<file path="src/hw/rtl/fpptr_pkg.sv">
// Shared types and constants of the four-port pad tap reader.
// Used by fpptr_frame, fpptr_ports and four_port_pad_tap_reader_core.
package fpptr_pkg;

	localparam int FRAME_NIBBLES_DEF = 18;
	localparam int PORT_COUNT_DEF    = 4;

	localparam int S_TDATA_W  = 16;
	localparam int M_TDATA_W  = 40;
	localparam int IDX_W      = 5;
	localparam int SLOT_IDX_W = 4;
	localparam int SETTLE_W   = 16;

	localparam logic [SETTLE_W-1:0] SETTLE_RESET = 16'd1600;

	localparam logic [3:0] NIB_HEADER = 4'hF;
	localparam logic [3:0] ID_THREE   = 4'hE;
	localparam logic [3:0] ID_TWO     = 4'hF;

	localparam logic [7:0] AXIS_LOW  = 8'd0;
	localparam logic [7:0] AXIS_MID  = 8'd128;
	localparam logic [7:0] AXIS_HIGH = 8'd255;

	typedef enum logic [1:0] {
		PH_IDLE,
		PH_SETTLE,
		PH_HANDSHAKE,
		PH_POST
	} phase_t;

	// staging write from the frame reader into the port store
	typedef struct packed {
		logic                  clear;
		logic                  we;
		logic [SLOT_IDX_W-1:0] slot;
		logic [3:0]            nib;
		logic                  commit;
	} wr_t;

	typedef struct packed {
		logic select_out;
		logic request_out;
		logic busy_res;
		logic frame_ok;
		logic frame_bad;
	} frm_res_t;

	typedef struct packed {
		logic       port_changed;
		logic       report_valid;
		logic [2:0] rpt_port;
		logic [7:0] axis_x;
		logic [7:0] axis_y;
		logic [7:0] buttons;
	} rpt_t;

endpackage

</file>
<file path="src/hw/rtl/fpptr_frame.sv">
// Frame reader: pin handshake sequencer, header and port ID capture, slot steering.
// Depends on fpptr_pkg.
module fpptr_frame #(
	parameter int FRAME_NIBBLES = fpptr_pkg::FRAME_NIBBLES_DEF,
	parameter int PORT_COUNT    = fpptr_pkg::PORT_COUNT_DEF
) (
	input  logic                              clk,
	input  logic                              arst_n,
	input  logic                              acc,
	input  logic [fpptr_pkg::SETTLE_W-1:0]    settle,
	input  logic                              ack_level,
	input  logic [3:0]                        data_nibble,
	input  logic                              start_poll,
	output fpptr_pkg::wr_t                    wr,
	output fpptr_pkg::frm_res_t               res
);
	import fpptr_pkg::*;

	localparam int DATA_START = 2 + PORT_COUNT;

	phase_t               phase_q, phase_d;
	logic [IDX_W-1:0]     idx_q, idx_d, idx_n, off;
	logic [SETTLE_W-1:0]  wait_q, wait_d;
	logic                 req_q, req_d;
	logic [1:0][3:0]      hdr_q;
	logic [PORT_COUNT-1:0][3:0] id_q;
	logic [PORT_COUNT-1:0][1:0] sz;
	logic [PORT_COUNT:0][3:0]   cum;
	logic                 store;
	logic [3:0]           nib;
	logic [SLOT_IDX_W-1:0] slot;
	logic                 slot_hit;

	assign nib = ~data_nibble;
	assign off = idx_q - IDX_W'(DATA_START);
	assign idx_n = idx_q + 1'b1;

	// map the current data nibble onto a port slot from the captured IDs
	always_comb begin
		cum[0]   = '0;
		slot     = '0;
		slot_hit = 1'b0;
		for (int p = 0; p < PORT_COUNT; p++) begin
			sz[p] = (id_q[p] == ID_THREE) ? 2'd3 : (id_q[p] == ID_TWO) ? 2'd2 : 2'd0;
			cum[p+1] = cum[p] + {2'b00, sz[p]};
		end
		for (int p = 0; p < PORT_COUNT; p++) begin
			if (off >= {1'b0, cum[p]} && off < {1'b0, cum[p+1]}) begin
				slot_hit = 1'b1;
				slot = SLOT_IDX_W'(p * 3) + SLOT_IDX_W'(off - {1'b0, cum[p]});
			end
		end
	end

	always_ff @(posedge clk or negedge arst_n) begin
		if (!arst_n) begin
			phase_q <= PH_IDLE;
			idx_q   <= '0;
			wait_q  <= '0;
			req_q   <= 1'b1;
		end else if (acc) begin
			phase_q <= phase_d;
			idx_q   <= idx_d;
			wait_q  <= wait_d;
			req_q   <= req_d;
		end
	end

	always_ff @(posedge clk) begin
		if (acc && store) begin
			for (int i = 0; i < 2; i++)
				if (idx_q == IDX_W'(i)) hdr_q[i] <= nib;
			for (int p = 0; p < PORT_COUNT; p++)
				if (idx_q == IDX_W'(2 + p)) id_q[p] <= nib;
		end
	end

	always_comb begin
		phase_d = phase_q;
		idx_d   = idx_q;
		wait_d  = wait_q;
		req_d   = req_q;
		store   = 1'b0;
		wr      = '0;
		res     = '0;
		unique case (phase_q)
			PH_IDLE: begin
				if (start_poll) begin
					phase_d  = PH_SETTLE;
					idx_d    = '0;
					wait_d   = settle;
					wr.clear = 1'b1;
				end
			end
			PH_SETTLE: begin
				if (wait_q == '0) begin
					idx_d   = '0;
					phase_d = PH_HANDSHAKE;
					req_d   = 1'b0;
				end else begin
					wait_d = wait_q - 1'b1;
				end
			end
			PH_HANDSHAKE: begin
				if (ack_level == idx_q[0]) begin
					store   = 1'b1;
					phase_d = PH_POST;
					wait_d  = settle;
					if (idx_q >= IDX_W'(DATA_START) && slot_hit) begin
						wr.we   = 1'b1;
						wr.slot = slot;
						wr.nib  = nib;
					end
				end
			end
			PH_POST: begin
				if (wait_q == '0) begin
					if (idx_n >= IDX_W'(FRAME_NIBBLES)) begin
						req_d   = 1'b1;
						phase_d = PH_IDLE;
						idx_d   = '0;
						if (hdr_q[0] == NIB_HEADER && hdr_q[1] == NIB_HEADER) begin
							res.frame_ok = 1'b1;
							wr.commit    = 1'b1;
						end else begin
							res.frame_bad = 1'b1;
						end
					end else begin
						idx_d   = idx_n;
						phase_d = PH_HANDSHAKE;
						req_d   = idx_n[0];
					end
				end else begin
					wait_d = wait_q - 1'b1;
				end
			end
			default: phase_d = PH_IDLE;
		endcase
		res.select_out  = (phase_d == PH_IDLE);
		res.busy_res    = (phase_d != PH_IDLE);
		res.request_out = req_d;
	end

	ap_idle_req_high: assert property (@(posedge clk) disable iff (!arst_n)
		phase_q == PH_IDLE |-> req_q)
		else $error("request line low while idle");
	ap_idx_range: assert property (@(posedge clk) disable iff (!arst_n)
		idx_q < IDX_W'(FRAME_NIBBLES))
		else $error("nibble index past frame end");
	ap_commit_idle: assert property (@(posedge clk) disable iff (!arst_n)
		acc && wr.commit |=> phase_q == PH_IDLE)
		else $error("commit without return to idle");

endmodule

</file>
<file path="src/hw/rtl/fpptr_ports.sv">
// Port store: staging, committed and reported pad data, change query and report builder.
// Depends on fpptr_pkg.
module fpptr_ports #(
	parameter int PORT_COUNT = fpptr_pkg::PORT_COUNT_DEF
) (
	input  logic           clk,
	input  logic           arst_n,
	input  logic           acc,
	input  fpptr_pkg::wr_t wr,
	input  logic [2:0]     query_port,
	input  logic [2:0]     report_port,
	output fpptr_pkg::rpt_t rpt
);
	import fpptr_pkg::*;

	localparam int SLOTS = 3 * PORT_COUNT;

	logic [SLOTS-1:0][3:0] pd_q, rep_q, stage_q;
	logic [SLOTS-1:0]      mask_q;
	logic                  first_q;
	logic                  q_ok, r_ok;
	logic [11:0]           q_pd, q_rep, r_pd;
	logic [3:0]            n0, n1, n2;

	assign q_ok = (query_port != 3'd0) && (query_port <= 3'(PORT_COUNT));
	assign r_ok = (report_port != 3'd0) && (report_port <= 3'(PORT_COUNT));

	always_comb begin
		q_pd  = '0;
		q_rep = '0;
		r_pd  = '0;
		for (int p = 0; p < PORT_COUNT; p++) begin
			if (query_port == 3'(p + 1)) begin
				q_pd  = {pd_q[p*3+2], pd_q[p*3+1], pd_q[p*3]};
				q_rep = {rep_q[p*3+2], rep_q[p*3+1], rep_q[p*3]};
			end
			if (report_port == 3'(p + 1))
				r_pd = {pd_q[p*3+2], pd_q[p*3+1], pd_q[p*3]};
		end
	end

	assign n0 = r_pd[3:0];
	assign n1 = r_pd[7:4];
	assign n2 = r_pd[11:8];

	always_comb begin
		rpt = '0;
		if (q_ok)
			rpt.port_changed = first_q || (q_pd != q_rep);
		if (r_ok) begin
			rpt.report_valid = 1'b1;
			rpt.rpt_port     = report_port;
			rpt.axis_y = n0[1] ? AXIS_HIGH : n0[0] ? AXIS_LOW : AXIS_MID;
			rpt.axis_x = n0[3] ? AXIS_HIGH : n0[2] ? AXIS_LOW : AXIS_MID;
			rpt.buttons = {n2[3], n2[0], n2[1], n2[2], n1[3], n1[1], n1[0], n1[2]};
		end
	end

	always_ff @(posedge clk or negedge arst_n) begin
		if (!arst_n) begin
			pd_q    <= '0;
			rep_q   <= '0;
			mask_q  <= '0;
			first_q <= 1'b1;
		end else if (acc) begin
			if (q_ok) first_q <= 1'b0;
			for (int p = 0; p < PORT_COUNT; p++)
				if (report_port == 3'(p + 1))
					for (int j = 0; j < 3; j++) rep_q[p*3+j] <= pd_q[p*3+j];
			if (wr.clear) mask_q <= '0;
			for (int k = 0; k < SLOTS; k++) begin
				if (wr.we && wr.slot == SLOT_IDX_W'(k)) mask_q[k] <= 1'b1;
				if (wr.commit && mask_q[k]) pd_q[k] <= stage_q[k];
			end
		end
	end

	always_ff @(posedge clk) begin
		if (acc && wr.we)
			for (int k = 0; k < SLOTS; k++)
				if (wr.slot == SLOT_IDX_W'(k)) stage_q[k] <= wr.nib;
	end

	ap_first_clears: assert property (@(posedge clk) disable iff (!arst_n)
		acc && q_ok |=> !first_q)
		else $error("first query flag not cleared");
	ap_report_commits: assert property (@(posedge clk) disable iff (!arst_n)
		acc && r_ok && !wr.commit |=> !rpt.port_changed || !q_ok || first_q
			|| query_port != $past(report_port))
		else $error("report did not commit port data");
	ap_clear_commit: assert property (@(posedge clk) disable iff (!arst_n)
		!(wr.clear && wr.commit))
		else $error("staging clear and commit together");

endmodule

</file>
<file path="src/hw/rtl/four_port_pad_tap_reader_core.sv">
// Top level of the four-port pad tap reader: stream ports, settle register, result register.
// Depends on fpptr_pkg, fpptr_frame and fpptr_ports.
//
// Use: every request on the slave stream is one tick of the pad bus: the sampled
// TL pin, the four data pins and optional host requests (start a frame, ask for a
// port's change flag, build a port's report). Every request gives exactly one result
// on the master stream: the TH and TR drives, busy, frame pulses, the change flag and
// the report fields. The block drives TH low, waits settle ticks, then walks the
// nibbles of a frame by toggling TR and waiting for TL to follow; a frame with a bad
// header is dropped, a good one is unpacked into the per-port store.
// Each result is held in the single result register after the frame sequencer and port
// store; one request is taken every cycle while the receiver is not stalling.
// A request is taken whenever the result register is empty or being drained, so
// a stalled receiver holds the result and, one request later, stalls the sender.
// The settle count comes in on the cfg channel, always ready; write it only while
// idle. Reset (arst_n low) empties the result register, returns the sequencer to
// idle with TR high, clears the port store and re-arms the first-query flag.
module four_port_pad_tap_reader_core #(
	parameter int FRAME_NIBBLES = fpptr_pkg::FRAME_NIBBLES_DEF,
	parameter int PORT_COUNT    = fpptr_pkg::PORT_COUNT_DEF
) (
	input  logic                               clk,
	input  logic                               arst_n,
	input  logic                               s_tvalid,
	output logic                               s_tready,
	// ack_level[0], data_nibble[4:1], start_poll[5], query_port[8:6],
	// report_port[11:9], zero fill [15:12]
	input  logic [fpptr_pkg::S_TDATA_W-1:0]    s_tdata,
	output logic                               m_tvalid,
	input  logic                               m_tready,
	// select_out[0], request_out[1], busy_res[2], frame_ok[3], frame_bad[4],
	// port_changed[5], report_valid[6], rpt_port[9:7], axis_x[17:10],
	// axis_y[25:18], buttons[33:26], zero fill [39:34]
	output logic [fpptr_pkg::M_TDATA_W-1:0]    m_tdata,
	input  logic                               cfg_valid,
	output logic                               cfg_ready,
	input  logic [fpptr_pkg::SETTLE_W-1:0]     cfg_data
);
	import fpptr_pkg::*;

	localparam int RES_W = $bits(rpt_t) + $bits(frm_res_t);

	logic                 acc;
	logic [SETTLE_W-1:0]  settle_q;
	logic                 m_tvalid_q;
	logic [M_TDATA_W-1:0] m_tdata_q;
	wr_t                  wr;
	frm_res_t             frm;
	rpt_t                 rpt;
	logic                 ok_out, bad_out, busy_out, sel_out;

	// take a request whenever the result register can move on
	assign s_tready  = !m_tvalid_q || m_tready;
	assign acc       = s_tvalid && s_tready;
	assign cfg_ready = 1'b1;

	always_ff @(posedge clk or negedge arst_n) begin
		if (!arst_n) begin
			settle_q <= SETTLE_RESET;
		end else if (cfg_valid) begin
			settle_q <= cfg_data;
		end
	end

	fpptr_frame #(
		.FRAME_NIBBLES(FRAME_NIBBLES),
		.PORT_COUNT   (PORT_COUNT)
	) u_frame (
		.clk        (clk),
		.arst_n     (arst_n),
		.acc        (acc),
		.settle     (settle_q),
		.ack_level  (s_tdata[0]),
		.data_nibble(s_tdata[4:1]),
		.start_poll (s_tdata[5]),
		.wr         (wr),
		.res        (frm)
	);

	fpptr_ports #(
		.PORT_COUNT(PORT_COUNT)
	) u_ports (
		.clk        (clk),
		.arst_n     (arst_n),
		.acc        (acc),
		.wr         (wr),
		.query_port (s_tdata[8:6]),
		.report_port(s_tdata[11:9]),
		.rpt        (rpt)
	);

	// hold the result until taken; load a new one on every request
	always_ff @(posedge clk or negedge arst_n) begin
		if (!arst_n) begin
			m_tvalid_q <= 1'b0;
		end else if (acc) begin
			m_tvalid_q <= 1'b1;
		end else if (m_tready) begin
			m_tvalid_q <= 1'b0;
		end
	end

	always_ff @(posedge clk) begin
		if (acc) begin
			m_tdata_q <= {(M_TDATA_W - RES_W)'(0),
				rpt.buttons, rpt.axis_y, rpt.axis_x, rpt.rpt_port,
				rpt.report_valid, rpt.port_changed,
				frm.frame_bad, frm.frame_ok, frm.busy_res, frm.request_out,
				frm.select_out};
		end
	end

	assign m_tvalid = m_tvalid_q;
	assign m_tdata  = m_tdata_q;

	assign sel_out  = m_tdata_q[0];
	assign busy_out = m_tdata_q[2];
	assign ok_out   = m_tdata_q[3];
	assign bad_out  = m_tdata_q[4];

	ap_ok_bad_excl: assert property (@(posedge clk) disable iff (!arst_n)
		m_tvalid_q |-> !(ok_out && bad_out))
		else $error("frame_ok and frame_bad together");
	ap_busy_sel: assert property (@(posedge clk) disable iff (!arst_n)
		m_tvalid_q |-> busy_out != sel_out)
		else $error("busy and select disagree");
	ap_ok_idle: assert property (@(posedge clk) disable iff (!arst_n)
		m_tvalid_q && (ok_out || bad_out) |-> !busy_out)
		else $error("frame end while still busy");
	ap_req_result: assert property (@(posedge clk) disable iff (!arst_n)
		acc |=> m_tvalid_q)
		else $error("request lost its result");

endmodule

</file>
<file path="config.mk">
export PLATFORM = sky130hd
export DESIGN_NAME = four_port_pad_tap_reader_core
export DESIGN_NICKNAME = d
export VERILOG_FILES = /design/src/hw/rtl/fpptr_pkg.sv /design/src/hw/rtl/fpptr_frame.sv /design/src/hw/rtl/fpptr_ports.sv /design/src/hw/rtl/four_port_pad_tap_reader_core.sv
export SDC_FILE = /design/constraint.sdc
export NUM_CORES = 1
export LEC_CHECK = 0
export BUFFER_PORTS_ARGS = -buffer_cell sky130_fd_sc_hd__buf_2
export CORE_MARGIN = 5
export CORE_UTILIZATION = 51
export DETAILED_ROUTE_END_ITERATION = 16
export HOLD_SLACK_MARGIN = 0.15
export PLACE_DENSITY = 0.72
export SLEW_MARGIN = 40
export SYNTH_ARGS = -nofsm -noshare
export SYNTH_HDL_FRONTEND = slang
export SYNTH_HIERARCHICAL = 1
export SYNTH_SLANG_ARGS = --single-unit
</file>
<file path="constraint.sdc">
create_clock -name clk -period 5.4 [get_ports clk]
set_input_delay 0.27 -clock clk [delete_from_list [all_inputs] [get_ports clk]]
set_output_delay 0.27 -clock clk [all_outputs]
set_load 0.03 [all_outputs]
</file>
# Word level (Yosys, flattened, before mapping)
# Cells that the tools add are included.
# classes
n_addsub	12
magnitude_cmp	12
n_eq_ne	44
reduce_logical	111
bitwise_logic	1
muxes	79
# op_table
operator	n
$mux W12	13
$reduce_and A2 Y1	47
$eq A4 B4 Y1 const B	14
$mux W16	3
$pmux W16 S3	1
$logic_and A1 B1 Y1	35
$mux W8	4
$mux W1	30
$mux W28	1
$reduce_bool A2 Y1	14
$mux W9	3
$mux W2	13
$mux W5	4
$eq A4 B3 Y1 const B	4
$logic_not A16 Y1	1
$mux W4	4
$sub A16 B1 Y16 const B	1
$pmux W5 S3	1
$eq A3 B2 Y1 const B	4
$ne A12 B12 Y1	1
$eq A5 B2 Y1 const B	2
$eq A5 B3 Y1 const B	2
$lt A5 B4 Y1	2
$reduce_bool A3 Y1	3
other kinds (40)	52
# totals
regBits	256
wordCells	324
out_inout_bits	43

# Depth between registers and ports, before layout
# Gate-level depths: netlist (run 1).
# depth
depth_word	17
depth_mapped	21
depth_no_buf	21

# By module
# Netlist (run 1), hierarchy kept.
# modules_own_cells
module	cells_per_inst	area_per_inst_um2	n_inst	seq_area_each_um2
fpptr_ports	510	7073.0	1	4170.2
fpptr_frame	377	3567.2	1	1322.5
four_port_pad_tap_reader_core	81	1778.0	1	1450.1

# Worst setup path after synthesis (run 1)
# No wires, ideal clock.
# synth_path
path_kind	flip-flop to flip-flop
from	register u_frame/id_q[1] (netlist bit)
to	register u_ports/stage_q[12] (netlist bit) (enable)
n_path_buf	0
required_time_ps	5063
t_arrival_ps	4680
synth_period_minus_slack_ps	5017
stages_incl_launch_ff	21
setup_time_ps	337
slack_ps	383
path_cell_list	edfxtp_1 -> nand3_1 -> or2_2 -> inv_1 -> ha_1 -> inv_1 -> fa_1 -> fa_1 -> nand2_1 -> nor2b_1 -> ha_1 -> nor2_1 -> xnor2_1 -> ha_1 -> o21a_1 -> a211o_1 -> a21oi_1 -> nor2b_1 -> nor3_1 -> or3b_2 -> nor2_1
# synth_lines
item	line	source
from (decl)	fpptr_frame.sv:26	logic [PORT_COUNT-1:0][3:0] id_q;
from (signal, indexed assignment)	fpptr_frame.sv:74	if (idx_q == IDX_W'(2 + p)) id_q[p] <= nib;
to (signal, indexed assignment)	fpptr_ports.sv:81	if (wr.slot == SLOT_IDX_W'(k)) stage_q[k] <= wr.nib;
to (decl)	fpptr_ports.sv:18	logic [SLOTS-1:0][3:0] pd_q, rep_q, stage_q;

==> results of run 1 <==
-- cell type report --
cell class                      count  area share
Sequential cell                   256      0.4945
Multi-Input combinational cell    617      0.3557
Timing Repair Buffer              110     0.05347
Clock buffer                       35     0.05017
Tap cell                          324     0.02887
Inverter                           36    0.009624
Clock inverter                     13    0.007663
-- through the flow --
step / utilization / power [W]
after floorplan: - / 0.002315
after global placement: 0.5338 / 0.002384
after detailed placement: 0.5344 / 0.002391
after CTS: 0.5775 / 0.004112
after global routing: 0.5808 / 0.004229
final: 0.5808 / 0.004064
-- repair_timing --
| action | in CTS | in global routing |
|---|---|---|
| setup buffers | 0 | 0 |
| hold buffers | 23 | 0 |
| hold endpoints to repair | 125 | 0 |
| resized for setup | 0 | 11 |
| setup endpoints to repair | 0 | 59 |
-- per-layer routing --
| metal | up-vias | global-route usage | wire length [µm] |
|---|---|---|---|
| li1 | 3700 | - | - |
| met4 | 0 | 0.05022 | 644 |
| met2 | 169 | 0.2983 | 12260 |
| met3 | 41 | 0.02595 | 1054 |
| met1 | 3850 | 0.2600 | 11600 |
| met5 | - | 0 | 0 |
-- cells by family (layout without fill, tap and decap cells) --
group | Yosys count | in the layout | synth area share
muxes | 148 | 148 | 0.1371
other | 2 | 7 | 0.0006048
DFF | 256 | 256 | 0.5591
adders and majority gates | 40 | 40 | 0.04322
AOI/OAI and AO/OA | 191 | 191 | 0.1124
xor gates and xnor gates | 26 | 26 | 0.01955
and+or+nand+nor | 205 | 205 | 0.08343
buffers and inverters | 100 | 194 | 0.04453
-- worst min path at each step --
| stage | to | slack [ns] | cells past startpoint |
|---|---|---|---|
| 6_report | u_frame/id_q[3] | 0.17 | 2 |
| 5_1_grt | u_ports/stage_q[39] | 0.17 | 2 |
| 4_1_cts | u_frame/id_q[4] | 0.15 | 2 |
| 3_5_place_dp | u_ports/mask_q[7] | 0.36 | 1 |
| 3_3_place_gp | u_ports/mask_q[7] | 0.44 | 1 |
| 2_1_floorplan | m_tvalid | -0.03 | 0 |
-- power by group through the flow --
stage	logic (W)	registers, W	clock network, W
CTS	0.000275	0.00209	0.00174
global placement	0.000256	0.00213	0
global route	0.000308	0.00210	0.00182
detailed placement	0.000261	0.00213	0
floorplan	0.000163	0.00215	0
finish	0.000277	0.00209	0.00169
-- placed cells by master, fill, tap and decap left out, types with 18 or more instances in the layout --
| master | netlist | final |
|---|---|---|
| sky130_fd_sc_hd__nand2_1 | 54 | 54 |
| sky130_fd_sc_hd__nor3_1 | 19 | 18 |
| sky130_fd_sc_hd__edfxtp_1 | 106 | 106 |
| sky130_fd_sc_hd__dlygate4sd3_1 | 0 | 23 |
| sky130_fd_sc_hd__mux2_2 | 127 | 127 |
| sky130_fd_sc_hd__buf_2 | 11 | 67 |
| sky130_fd_sc_hd__o21ai_0 | 34 | 34 |
| sky130_fd_sc_hd__clkbuf_16 | 0 | 26 |
| sky130_fd_sc_hd__a22o_1 | 20 | 20 |
| sky130_fd_sc_hd__a21oi_1 | 28 | 28 |
| sky130_fd_sc_hd__inv_1 | 36 | 36 |
| sky130_fd_sc_hd__a22oi_1 | 32 | 32 |
| sky130_fd_sc_hd__nor2_1 | 50 | 39 |
| sky130_fd_sc_hd__ha_1 | 34 | 34 |
| sky130_fd_sc_hd__dfrtp_1 | 145 | 145 |
-- sequential cells by signal (all words and copies together) (netlist names) --
name,count
u_frame/idx_q,5
m_tdata,34
u_ports/first_q,1
u_ports/stage_q,48
u_frame/id_q,16
u_frame/phase_q,2
u_frame/wait_q,16
m_tvalid,1
u_frame/req_q,1
u_ports/pd_q,48
u_frame/hdr_q,8
u_ports/mask_q,12
u_ports/rep_q,48
settle_q,16
-- Yosys cell counts (13+ instances only) --
library cell and count:
sky130_fd_sc_hd__a21oi_1 28, sky130_fd_sc_hd__nand2_1 54, sky130_fd_sc_hd__buf_4 23, sky130_fd_sc_hd__edfxtp_1 106
sky130_fd_sc_hd__xnor2_1 16, sky130_fd_sc_hd__nand3_1 15, sky130_fd_sc_hd__a21o_1 13, sky130_fd_sc_hd__inv_1 36
sky130_fd_sc_hd__ha_1 34, sky130_fd_sc_hd__a22o_1 20, sky130_fd_sc_hd__a22oi_1 32, sky130_fd_sc_hd__o21ai_0 34
sky130_fd_sc_hd__nor2_1 50, sky130_fd_sc_hd__clkbuf_1 19, sky130_fd_sc_hd__mux2_2 127, sky130_fd_sc_hd__nor3_1 19
sky130_fd_sc_hd__dfrtp_1 145
==> reports/summary.log, run 1 <==
INFO  critical_path  crit-reg2reg-launch=u_frame/id_q[2]
INFO  synthesis      post-synth-top-area-cell=sky130_fd_sc_hd__dfrtp_1
INFO  sta            final_min_period_over_clock_period=0.9468
INFO  synthesis      seq_area_frac_synth=0.5591
INFO  global_routing grt_pass1_wl=41.66mm
INFO  route          route.antenna.remaining_nets=0
INFO  global_routing grt_use_total=0.1831
INFO  placement      placement.setup.worst_slack=0.07547ns
INFO  critical_path  critical_path.slowest_cell=sky130_fd_sc_hd__fa_2
INFO  clocking       cts.sink_count=256
INFO  route          drt-total-wl=25.56mm
INFO  clocking       clock_pin_slew_worst_setup_and_hold_paths=0.06ns
INFO  final_layout   layout-area-overhead-vs-synth=13.07%
INFO  critical_path  worst_setup_path_endpoint=u_ports/stage_q[16]
INFO  critical_path  critical_path_data_required_time=5.61ns
INFO  placement      final_weighted_congestion_of_routability_driven_global_placement=0.8734
INFO  critical_path  critical_path.cell_chain=nand3_1, or2_2, inv_1, ha_1, inv_1, fa_1, fa_2, nand2_1, nor2b_1, ha_1, nor2_1, xnor2_1, ha_1, o21a_1, a211o_1, or2_2, a21oi_1, nor3b_2, or3b_2, nor2_2
INFO  sta            finalClockSkew=0.01358ns
INFO  synthesis      syn_avg_cell_area=12.83µm²
INFO  hold_path      holdCritPathClass=primary input to flop
INFO  critical_path  critical_path_end_type=flop
INFO  floorplanning  rows=57
INFO  synthesis      post_synth_main_area_contributors=sky130_fd_sc_hd__dfrtp_1, sky130_fd_sc_hd__edfxtp_1, sky130_fd_sc_hd__mux2_2, sky130_fd_sc_hd__ha_1, sky130_fd_sc_hd__a22oi_1
INFO  critical_path  reg2reg_setup_slack=0.29ns
INFO  sta            finalHoldViolCount=0
INFO  final_layout   layout.area.seq=0.006943mm²
INFO  global_routing globalRouteOverflowTotal=0
INFO  critical_path  critical_path.max_fanout=5
INFO  clocking       worstSkewPairLatency=0.54ns
INFO  critical_path  timing.critical_path.slowest_cell_delay=0.59ns
INFO  critical_path  timing.reg2reg.worst_path_depth=20
INFO  global_routing first_global_vias=7641
INFO  route          wire_length_per_cell_after_detailed_routing=18.38µm
INFO  placement      dp_hpwl=17.47mm
INFO  final_layout   multiInputGateArea=0.004995mm²
INFO  global_routing maximum_number_of_pins_on_one_net_before_global_route_repair=96
INFO  synthesis      yosys.area.top_type_share=0.2922
INFO  synthesis      synth_enable_flop_cells=106
INFO  critical_path  critical_path.startpoint_type=flop
INFO  sta            rsz_0062_raised_after_global_routing=no
INFO  pwr            total_switching_power=0.0009265W
INFO  pwr            comb_power_share=0.068
INFO  hold_path      holdCritStartpoint=s_tdata[4]
INFO  final_layout   antenna_cells=0
INFO  sta            worstMarginPinSlew=0.7991ns
INFO  synthesis      syn_area=0.01242mm²
INFO  synthesis      yosysWarnings=6
INFO  synthesis      yosysUniqueCellTypes=78
INFO  clocking       clock_tree.buffer_depth=3
INFO  global_routing antenna_violations_before_repair=0
INFO  floorplanning  design.portCount=80
INFO  floorplanning  floorplan.die_area=0.02757mm²
INFO  status         result_of_the_run=finished clean
INFO  synthesis      ys_dominant_reg_cell=sky130_fd_sc_hd__dfrtp_1
INFO  sta            slew_viol_final=0
INFO  synthesis      async_flop_share=0.5859
INFO  sta            timing.fmax=195.6MHz
INFO  final_layout   nets=1123
INFO  sta            finalSetupViolCount=0
INFO  sta            relSlewSlack=0.4653
INFO  critical_path  critPathArrivalTime=5.32ns
INFO  synthesis      synth-seq-cells=256
INFO  critical_path  criticalPathCategory=flop to flop
INFO  route          detailed_routing_iteration_count_for_the_pre_antenna_repair_pass=6
INFO  clocking       numCtsBuffers=26
INFO  final_layout   final_layout_size_suffix_gt1_frac=0.2858
INFO  floorplanning  initial_utilization=0.5136
INFO  floorplanning  core=0.02418mm²
INFO  critical_path  path_buf_inv=2
INFO  critical_path  timing.critical_path.mode_cell=sky130_fd_sc_hd__ha_1
INFO  pwr            switch_share=0.2280
INFO  synthesis      post_synth_inst_count=968
INFO  sta            final_period_minus_worst_setup_slack=5.113ns
INFO  final_layout   fin_cells=1391
INFO  critical_path  worstSetupStartpoint=u_frame/id_q[2]
INFO  sta            final.setup.worst_slack=0.2874ns
INFO  pwr            power.leakage=6.190nW
INFO  run            maxCapViolCount=0
INFO  pwr            pwr-share-seq=0.515
INFO  pwr            power_density=289.4mW/mm²
INFO  clocking       ctsHtreeMaxLevel=1
INFO  placement      dpl-instance-area=0.01292mm²
INFO  critical_path  path_depth=20
INFO  route          detailroute.via_count=7760
INFO  floorplanning  fp.dieW=166.0µm
INFO  final_layout   fin_area=0.01404mm²
INFO  route          initialDrtViolationCount=522
INFO  sta            fin_tns_setup=0ns
INFO  route          vias_per_cell=5.579
INFO  final_layout   fillers=1956
INFO  critical_path  worst_r2r_endpoint=u_ports/stage_q[16]
INFO  pwr            internal-power=0.003138W
INFO  sta            final_hold_slack=0.1654ns
INFO  clocking       clk_root_buffer_cell=sky130_fd_sc_hd__clkbuf_16
INFO  floorplanning  vertical_die_dimension=166.0µm
INFO  critical_path  critPathTopFamily=simple AND/OR/NAND/NOR gates
INFO  pwr            fraction_of_power_consumed_by_the_clock_network=0.417
INFO  clocking       cts_tree=yes
INFO  pwr            max-vdd-ir-drop=0.3247mV
INFO  placement      io_buffer_count=68
INFO  route          post-route-drc-count=0
INFO  placement      placed_cells=1318
(Power assumes the default switching activity.)
==> run 2, diff against run 1 <==
--- a/config.mk
+++ b/config.mk
@@ -10,7 +10,7 @@
 export CORE_UTILIZATION = 51
 export DETAILED_ROUTE_END_ITERATION = 16
 export HOLD_SLACK_MARGIN = 0.15
-export PLACE_DENSITY = 0.72
+export PLACE_DENSITY = 0.69
 export SLEW_MARGIN = 40
 export SYNTH_ARGS = -nofsm -noshare
 export SYNTH_HDL_FRONTEND = slang
==> reports/summary.log, run 2 (synthesis results as in run 1) <==
INFO  final_layout   fin_cells=1396
INFO  final_layout   fin_area=0.01406mm²
INFO  placement      placement.setup.worst_slack=0.1813ns
INFO  pwr            power_density=290.7mW/mm²
INFO  final_layout   layout-area-overhead-vs-synth=13.26%
INFO  sta            slew_viol_final=0
INFO  critical_path  criticalPathCategory=flop to flop
INFO  route          detailroute.via_count=7844
INFO  placement      placed_cells=1319
INFO  status         result_of_the_run=finished clean
INFO  clocking       clock_pin_slew_worst_setup_and_hold_paths=0.06ns
INFO  hold_path      holdCritStartpoint=s_tdata[8]
INFO  pwr            power.leakage=6.217nW
INFO  sta            rsz_0062_raised_after_global_routing=yes
INFO  pwr            design_power_total=0.004089W
INFO  route          drt-total-wl=25.71mm
INFO  placement      final_weighted_congestion_of_routability_driven_global_placement=0.8358
INFO  clocking       postCtsSetupRepairBufs=0
INFO  clocking       clock_tree.buffer_depth=3
INFO  final_layout   mostFrequentLayoutCell=sky130_fd_sc_hd__dfrtp_1
INFO  route          initialDrtViolationCount=577
INFO  global_routing first_global_vias=7709
INFO  floorplanning  vertical_die_dimension=166.0µm
INFO  sta            final.setup.worst_slack=0.2389ns
INFO  final_layout   antenna_cells=0
INFO  route          post-route-drc-count=0
INFO  final_layout   nets=1127
INFO  floorplanning  fp.dieW=166.0µm
INFO  floorplanning  design.portCount=80
INFO  global_routing antenna_violations_before_repair=0
INFO  critical_path  critical_path.startpoint_type=flop
INFO  route          route.antenna.remaining_nets=0
INFO  route          wire_length_per_cell_after_detailed_routing=18.42µm
INFO  global_routing globalRouteOverflowTotal=0
INFO  sta            final_min_period_over_clock_period=0.9558
INFO  pwr            max-vdd-ir-drop=0.2962mV
INFO  clocking       cts_tree=yes
INFO  sta            finalSetupViolCount=0
INFO  critical_path  critical_path.max_fanout=5
INFO  sta            relSlewSlack=0.4717
INFO  critical_path  critPathArrivalTime=5.37ns
INFO  clocking       ctsHtreeMaxLevel=1
INFO  sta            final_period_minus_worst_setup_slack=5.161ns
INFO  global_routing grt_use_total=0.1830
INFO  placement      dpl-instance-area=0.01292mm²
INFO  global_routing grt_pass1_wl=41.42mm
INFO  floorplanning  core=0.02418mm²
INFO  sta            timing.fmax=193.8MHz
INFO  global_routing maximum_number_of_pins_on_one_net_before_global_route_repair=94
INFO  critical_path  critical_path_end_type=flop
INFO  final_layout   final_util=0.5817
INFO  route          vias_per_cell=5.619
INFO  hold_path      holdCritPathClass=primary input to flop
INFO  sta            finalHoldViolCount=0
INFO  final_layout   final_layout_size_suffix_gt1_frac=0.2826
INFO  placement      dp_hpwl=17.24mm
INFO  clocking       clk_root_buffer_cell=sky130_fd_sc_hd__clkbuf_16
INFO  run            maxCapViolCount=0
INFO  sta            finalClockSkew=0.01532ns
INFO  critical_path  worstSetupStartpoint=u_frame/id_q[1]
INFO  floorplanning  initial_utilization=0.5136
INFO  floorplanning  rows=57
INFO  critical_path  crit-reg2reg-launch=u_frame/id_q[1]
INFO  final_layout   biggest_regs=u_ports/pd_q x48, u_ports/rep_q x48, u_ports/stage_q x48
INFO  placement      io_buffer_count=68
INFO  sta            worstMarginPinSlew=0.7895ns
INFO  critical_path  critical_path_data_required_time=5.61ns
INFO  final_layout   mostFrequentLayoutCells=sky130_fd_sc_hd__dfrtp_1, sky130_fd_sc_hd__mux2_2, sky130_fd_sc_hd__edfxtp_1, sky130_fd_sc_hd__buf_2, sky130_fd_sc_hd__nand2_1
INFO  clocking       worstSkewPairLatency=0.53ns
INFO  route          detailed_routing_iteration_count_for_the_pre_antenna_repair_pass=5
INFO  floorplanning  floorplan.die_area=0.02757mm²
INFO  clocking       numCtsBuffers=27
INFO  clocking       cts.sink_count=256
## run 2: changes by cell type in the layout (fill, tap and decap cells not counted), moves of 2 or more
| cell | before | now |
|---|---|---|
| sky130_fd_sc_hd__clkinvlp_4 | 4 | 2 |
| sky130_fd_sc_hd__dlygate4sd3_1 | 23 | 25 |
| sky130_fd_sc_hd__nor2_1 | 39 | 42 |
| sky130_fd_sc_hd__clkbuf_8 | 2 | 5 |
| sky130_fd_sc_hd__nor2_2 | 11 | 8 |
| sky130_fd_sc_hd__clkbuf_1 | 7 | 9 |
## run 2: layout make-up
type | instances | area [µm²]
flip-flops and latches | 256 | 6943
inverters | 36 | 135.1
well taps | 324 | 405.4
fillers | 1962 | 10110
multi-input cells | 617 | 4980
clock buffers | 41 | 778.2
repair buffers | 113 | 770.7
clock inverters | 9 | 52.55
## run 2: critical path, cell delays in order, from the launching register on
cell,delay [ns]
sky130_fd_sc_hd__edfxtp_1,0.31
sky130_fd_sc_hd__nand3_1,0.09
sky130_fd_sc_hd__or2_2,0.30
sky130_fd_sc_hd__inv_1,0.08
sky130_fd_sc_hd__ha_1,0.14
sky130_fd_sc_hd__inv_1,0.05
sky130_fd_sc_hd__fa_1,0.51
sky130_fd_sc_hd__fa_2,0.63
sky130_fd_sc_hd__nand2_1,0.07
sky130_fd_sc_hd__nor2b_1,0.13
sky130_fd_sc_hd__ha_1,0.19
sky130_fd_sc_hd__nor2_1,0.12
sky130_fd_sc_hd__xnor2_1,0.14
sky130_fd_sc_hd__ha_1,0.25
sky130_fd_sc_hd__o21a_1,0.17
sky130_fd_sc_hd__a211o_1,0.33
sky130_fd_sc_hd__or2_2,0.29
sky130_fd_sc_hd__a21oi_1,0.17
sky130_fd_sc_hd__nor3b_2,0.09
sky130_fd_sc_hd__or3b_2,0.53
sky130_fd_sc_hd__nor2_2,0.26
## run 2: report_power, final
| group | internal [W] | total [W] | switching (W) |
|---|---|---|---|
| logic | 0.000106 | 0.000275 | 0.000169 |
| registers | 0.00207 | 0.00210 | 0.0000321 |
| clock network | 0.000992 | 0.00172 | 0.000724 |
## run 2: what timing repair did
item	CTS	global route
hold buffers	25	0
endpoints found under the setup margin	0	48
endpoints found under the hold margin	128	0
gates resized for setup	0	9
## run 2: metrics by stage
step,hold WS [ns],TNS (ns)
final,0.2481,0
after global routing,0.2515,-0.02171
after CTS,0.2116,0
after detailed placement,0.3455,0
after global placement,0.4145,0
after floorplan,-0.02559,0
## run 2: worst paths after layout
check	to	slack (ns)	depth (start not counted)
setup reg to reg	u_ports/stage_q[34]	0.24	20
max in group asynchronous	u_ports/first_q	3.94	4
hold / removal	m_tdata[5]	0.25	3
setup / recovery	u_ports/stage_q[34]	0.24	20
min in group asynchronous	u_ports/mask_q[7]	0.34	2
hold reg to reg	u_ports/pd_q[42]	0.47	1
## run 2: metal layers
layer / GRT usage / routed length [µm] / up-vias
li1: - / - / 3696
met1: 0.2646 / 11940 / 3923
met2: 0.2876 / 12000 / 173
met3: 0.02856 / 974 / 52
met4: 0.05667 / 798 / 0
met5: 0 / 0 / -
==> run 3, diff against run 2 <==
--- a/config.mk
+++ b/config.mk
@@ -10,7 +10,7 @@
 export CORE_UTILIZATION = 51
 export DETAILED_ROUTE_END_ITERATION = 16
 export HOLD_SLACK_MARGIN = 0.15
-export PLACE_DENSITY = 0.69
+export PLACE_DENSITY = 0.76
 export SLEW_MARGIN = 40
 export SYNTH_ARGS = -nofsm -noshare
 export SYNTH_HDL_FRONTEND = slang
==> reports/summary.log, run 3 (synthesis results as in run 1) <==
INFO  pwr            design_power_total=0.004145W
INFO  global_routing globalRouteOverflowTotal=0
INFO  sta            final_period_minus_worst_setup_slack=5.119ns
INFO  pwr            power_density=294.5mW/mm²
INFO  critical_path  critical_path.startpoint_type=flop
INFO  sta            final.setup.worst_slack=0.2806ns
INFO  critical_path  critical_path.slowest_cell=sky130_fd_sc_hd__fa_2
INFO  placement      dpl-instance-area=0.01291mm²
INFO  clocking       numCtsBuffers=26
INFO  floorplanning  rows=57
INFO  sta            slew_viol_final=0
INFO  route          initialDrtViolationCount=578
INFO  global_routing grt_use_total=0.1812
INFO  clocking       clock_tree.buffer_depth=3
INFO  sta            final_hold_slack=0.2414ns
INFO  placement      io_buffer_count=68
INFO  final_layout   layout-area-overhead-vs-synth=13.33%
INFO  critical_path  critical_path.max_fanout=5
INFO  critical_path  critical_path.cell_chain=nand3_1, or2_2, inv_1, ha_1, inv_1, fa_2, fa_2, nand2_1, nor2b_1, ha_1, nor2_1, xnor2_1, ha_1, o21a_1, a211o_1, or2_2, a21oi_1, nor3b_1, or3b_2, nor2_2, buf_4
INFO  sta            finalClockSkew=0.02530ns
INFO  critical_path  critical_path_data_required_time=5.66ns
INFO  sta            worstMarginPinSlew=0.7691ns
INFO  route          detailed_routing_iteration_count_for_the_pre_antenna_repair_pass=6
INFO  final_layout   mostFrequentLayoutCells=sky130_fd_sc_hd__dfrtp_1, sky130_fd_sc_hd__mux2_2, sky130_fd_sc_hd__edfxtp_1, sky130_fd_sc_hd__buf_2, sky130_fd_sc_hd__nand2_1
INFO  pwr            comb_power_share=0.066
INFO  clocking       clock_pin_slew_worst_setup_and_hold_paths=0.06ns
INFO  clocking       ctsHtreeMaxLevel=1
INFO  final_layout   fillers=1924
INFO  final_layout   antenna_cells=0
INFO  sta            final_min_period_over_clock_period=0.9480
INFO  pwr            total_switching_power=0.0009340W
INFO  global_routing grt_pass1_wl=41.21mm
INFO  sta            finalHoldViolCount=0
INFO  clocking       worstSkewPairLatency=0.54ns
INFO  critical_path  path_buf_inv=3
INFO  critical_path  criticalPathCategory=flop to flop
INFO  final_layout   nets=1124
INFO  final_layout   fin_area=0.01407mm²
INFO  clocking       clk_root_buffer_cell=sky130_fd_sc_hd__clkbuf_16
INFO  sta            relSlewSlack=0.4858
INFO  floorplanning  vertical_die_dimension=166.0µm
INFO  global_routing maximum_number_of_pins_on_one_net_before_global_route_repair=87
INFO  critical_path  critical_path_end_type=flop
INFO  global_routing first_global_vias=7650
INFO  final_layout   final_layout_size_suffix_gt1_frac=0.2849
INFO  pwr            max-vdd-ir-drop=0.2577mV
INFO  floorplanning  floorplan.die_area=0.02757mm²
INFO  pwr            power.leakage=6.220nW
INFO  floorplanning  initial_utilization=0.5136
INFO  sta            fin_tns_setup=0ns
INFO  placement      placement.setup.worst_slack=0.1160ns
INFO  pwr            pwr-share-seq=0.506
INFO  critical_path  critPathTopFamily=simple AND/OR/NAND/NOR gates
INFO  floorplanning  core=0.02418mm²
INFO  final_layout   biggest_regs=u_ports/pd_q x48, u_ports/rep_q x48, u_ports/stage_q x48
INFO  pwr            fraction_of_power_consumed_by_the_clock_network=0.429
INFO  route          vias_per_cell=5.620
INFO  critical_path  timing.critical_path.mode_cell=sky130_fd_sc_hd__ha_1
INFO  clocking       cts_tree=yes
INFO  route          drt-total-wl=25.39mm
INFO  route          detailroute.via_count=7818
INFO  pwr            switch_share=0.2253
INFO  floorplanning  fp.dieW=166.0µm
INFO  status         result_of_the_run=finished clean
INFO  critical_path  timing.critical_path.slowest_cell_delay=0.61ns
INFO  route          post-route-drc-count=0
INFO  final_layout   mostFrequentLayoutCell=sky130_fd_sc_hd__dfrtp_1
INFO  route          route.antenna.remaining_nets=0
INFO  pwr            internal-power=0.003211W
INFO  clocking       cts.sink_count=256
INFO  sta            timing.fmax=195.3MHz
INFO  run            maxCapViolCount=0
INFO  route          wire_length_per_cell_after_detailed_routing=18.25µm
INFO  sta            finalSetupViolCount=0
INFO  placement      dp_hpwl=17.26mm
INFO  hold_path      holdCritPathClass=primary input to flop
INFO  placement      final_weighted_congestion_of_routability_driven_global_placement=0.9046
INFO  global_routing antenna_violations_before_repair=0
INFO  floorplanning  design.portCount=80
INFO  critical_path  critPathArrivalTime=5.38ns
-- run 3: changes by cell type in the layout (fill, tap and decap cells not counted), moves of 2 or more --
cell and change:
sky130_fd_sc_hd__clkbuf_1 -4, sky130_fd_sc_hd__clkinv_4 +2, sky130_fd_sc_hd__buf_4 -2, sky130_fd_sc_hd__bufinv_16 +2
-- run 3: through the flow --
stage / util / instances
finish: 0.5821 / 1391
detailed placement: 0.5340 / 1318
CTS: 0.5798 / 1390
global route: 0.5821 / 1391
floorplan: - / 973
global placement: 0.5338 / 1318
-- run 3: worst paths after layout --
path	from	endpoint	slack, ns	depth (start not counted)
worst max-delay path	u_frame/id_q[1]	u_ports/stage_q[19]	0.28	21
worst min register to register	u_ports/stage_q[36]	u_ports/pd_q[36]	0.46	1
max in group asynchronous	arst_n	u_ports/mask_q[0]	3.98	3
min in group asynchronous	arst_n	u_ports/mask_q[7]	0.36	2
worst max register to register	u_frame/id_q[1]	u_ports/stage_q[19]	0.28	21
worst min-delay path	s_tdata[8]	u_ports/first_q	0.24	4
-- run 3: routing by layer --
layer	part of all wire	vias to the layer above	routed length, µm	global-route usage
li1	-	3691	-	-
met1	0.45	3848	11490	0.2588
met2	0.46	223	11800	0.2884
met3	0.049	56	1250	0.02618
met4	0.033	0	849	0.05918
met5	0	-	0	0
-- run 3: layout make-up --
class                           instances  area, µm²  share of cell area
Sequential cell                       256       6943              0.4933
Clock buffer                           35      724.4             0.05148
Clock inverter                         12      132.6            0.009424
Inverter                               36      135.1            0.009602
Multi-Input combinational cell        617       4987              0.3544
Tap cell                              324      405.4             0.02881
Timing Repair Buffer                  111      745.7             0.05299
-- run 3: power by group through the flow --
stage                     sequential, W  clock (W)  combinational, W
after floorplan                 0.00215          0          0.000163
after global placement          0.00213          0          0.000249
after detailed placement        0.00213          0          0.000255
after CTS                       0.00210    0.00181          0.000270
after global routing            0.00210    0.00189          0.000299
final                           0.00210    0.00178          0.000272
-- run 3: worst reg2reg max path: stages (launching register included) --
cell and delay (ns):
sky130_fd_sc_hd__edfxtp_1 0.32, sky130_fd_sc_hd__nand3_1 0.08, sky130_fd_sc_hd__or2_2 0.29, sky130_fd_sc_hd__inv_1 0.09, sky130_fd_sc_hd__ha_1 0.15, sky130_fd_sc_hd__inv_1 0.05, sky130_fd_sc_hd__fa_2 0.45, sky130_fd_sc_hd__fa_2 0.61
sky130_fd_sc_hd__nand2_1 0.08, sky130_fd_sc_hd__nor2b_1 0.14, sky130_fd_sc_hd__ha_1 0.18, sky130_fd_sc_hd__nor2_1 0.12, sky130_fd_sc_hd__xnor2_1 0.14, sky130_fd_sc_hd__ha_1 0.25, sky130_fd_sc_hd__o21a_1 0.17, sky130_fd_sc_hd__a211o_1 0.33
sky130_fd_sc_hd__or2_2 0.28, sky130_fd_sc_hd__a21oi_1 0.15, sky130_fd_sc_hd__nor3b_1 0.10, sky130_fd_sc_hd__or3b_2 0.54, sky130_fd_sc_hd__nor2_2 0.15, sky130_fd_sc_hd__buf_4 0.16
-- run 3: what timing repair did --
item	CTS	global route
setup endpoints to repair	0	59
gates resized for setup	0	11
hold buffers	25	0
endpoints found under the hold margin	120	0
setup buffers	0	0
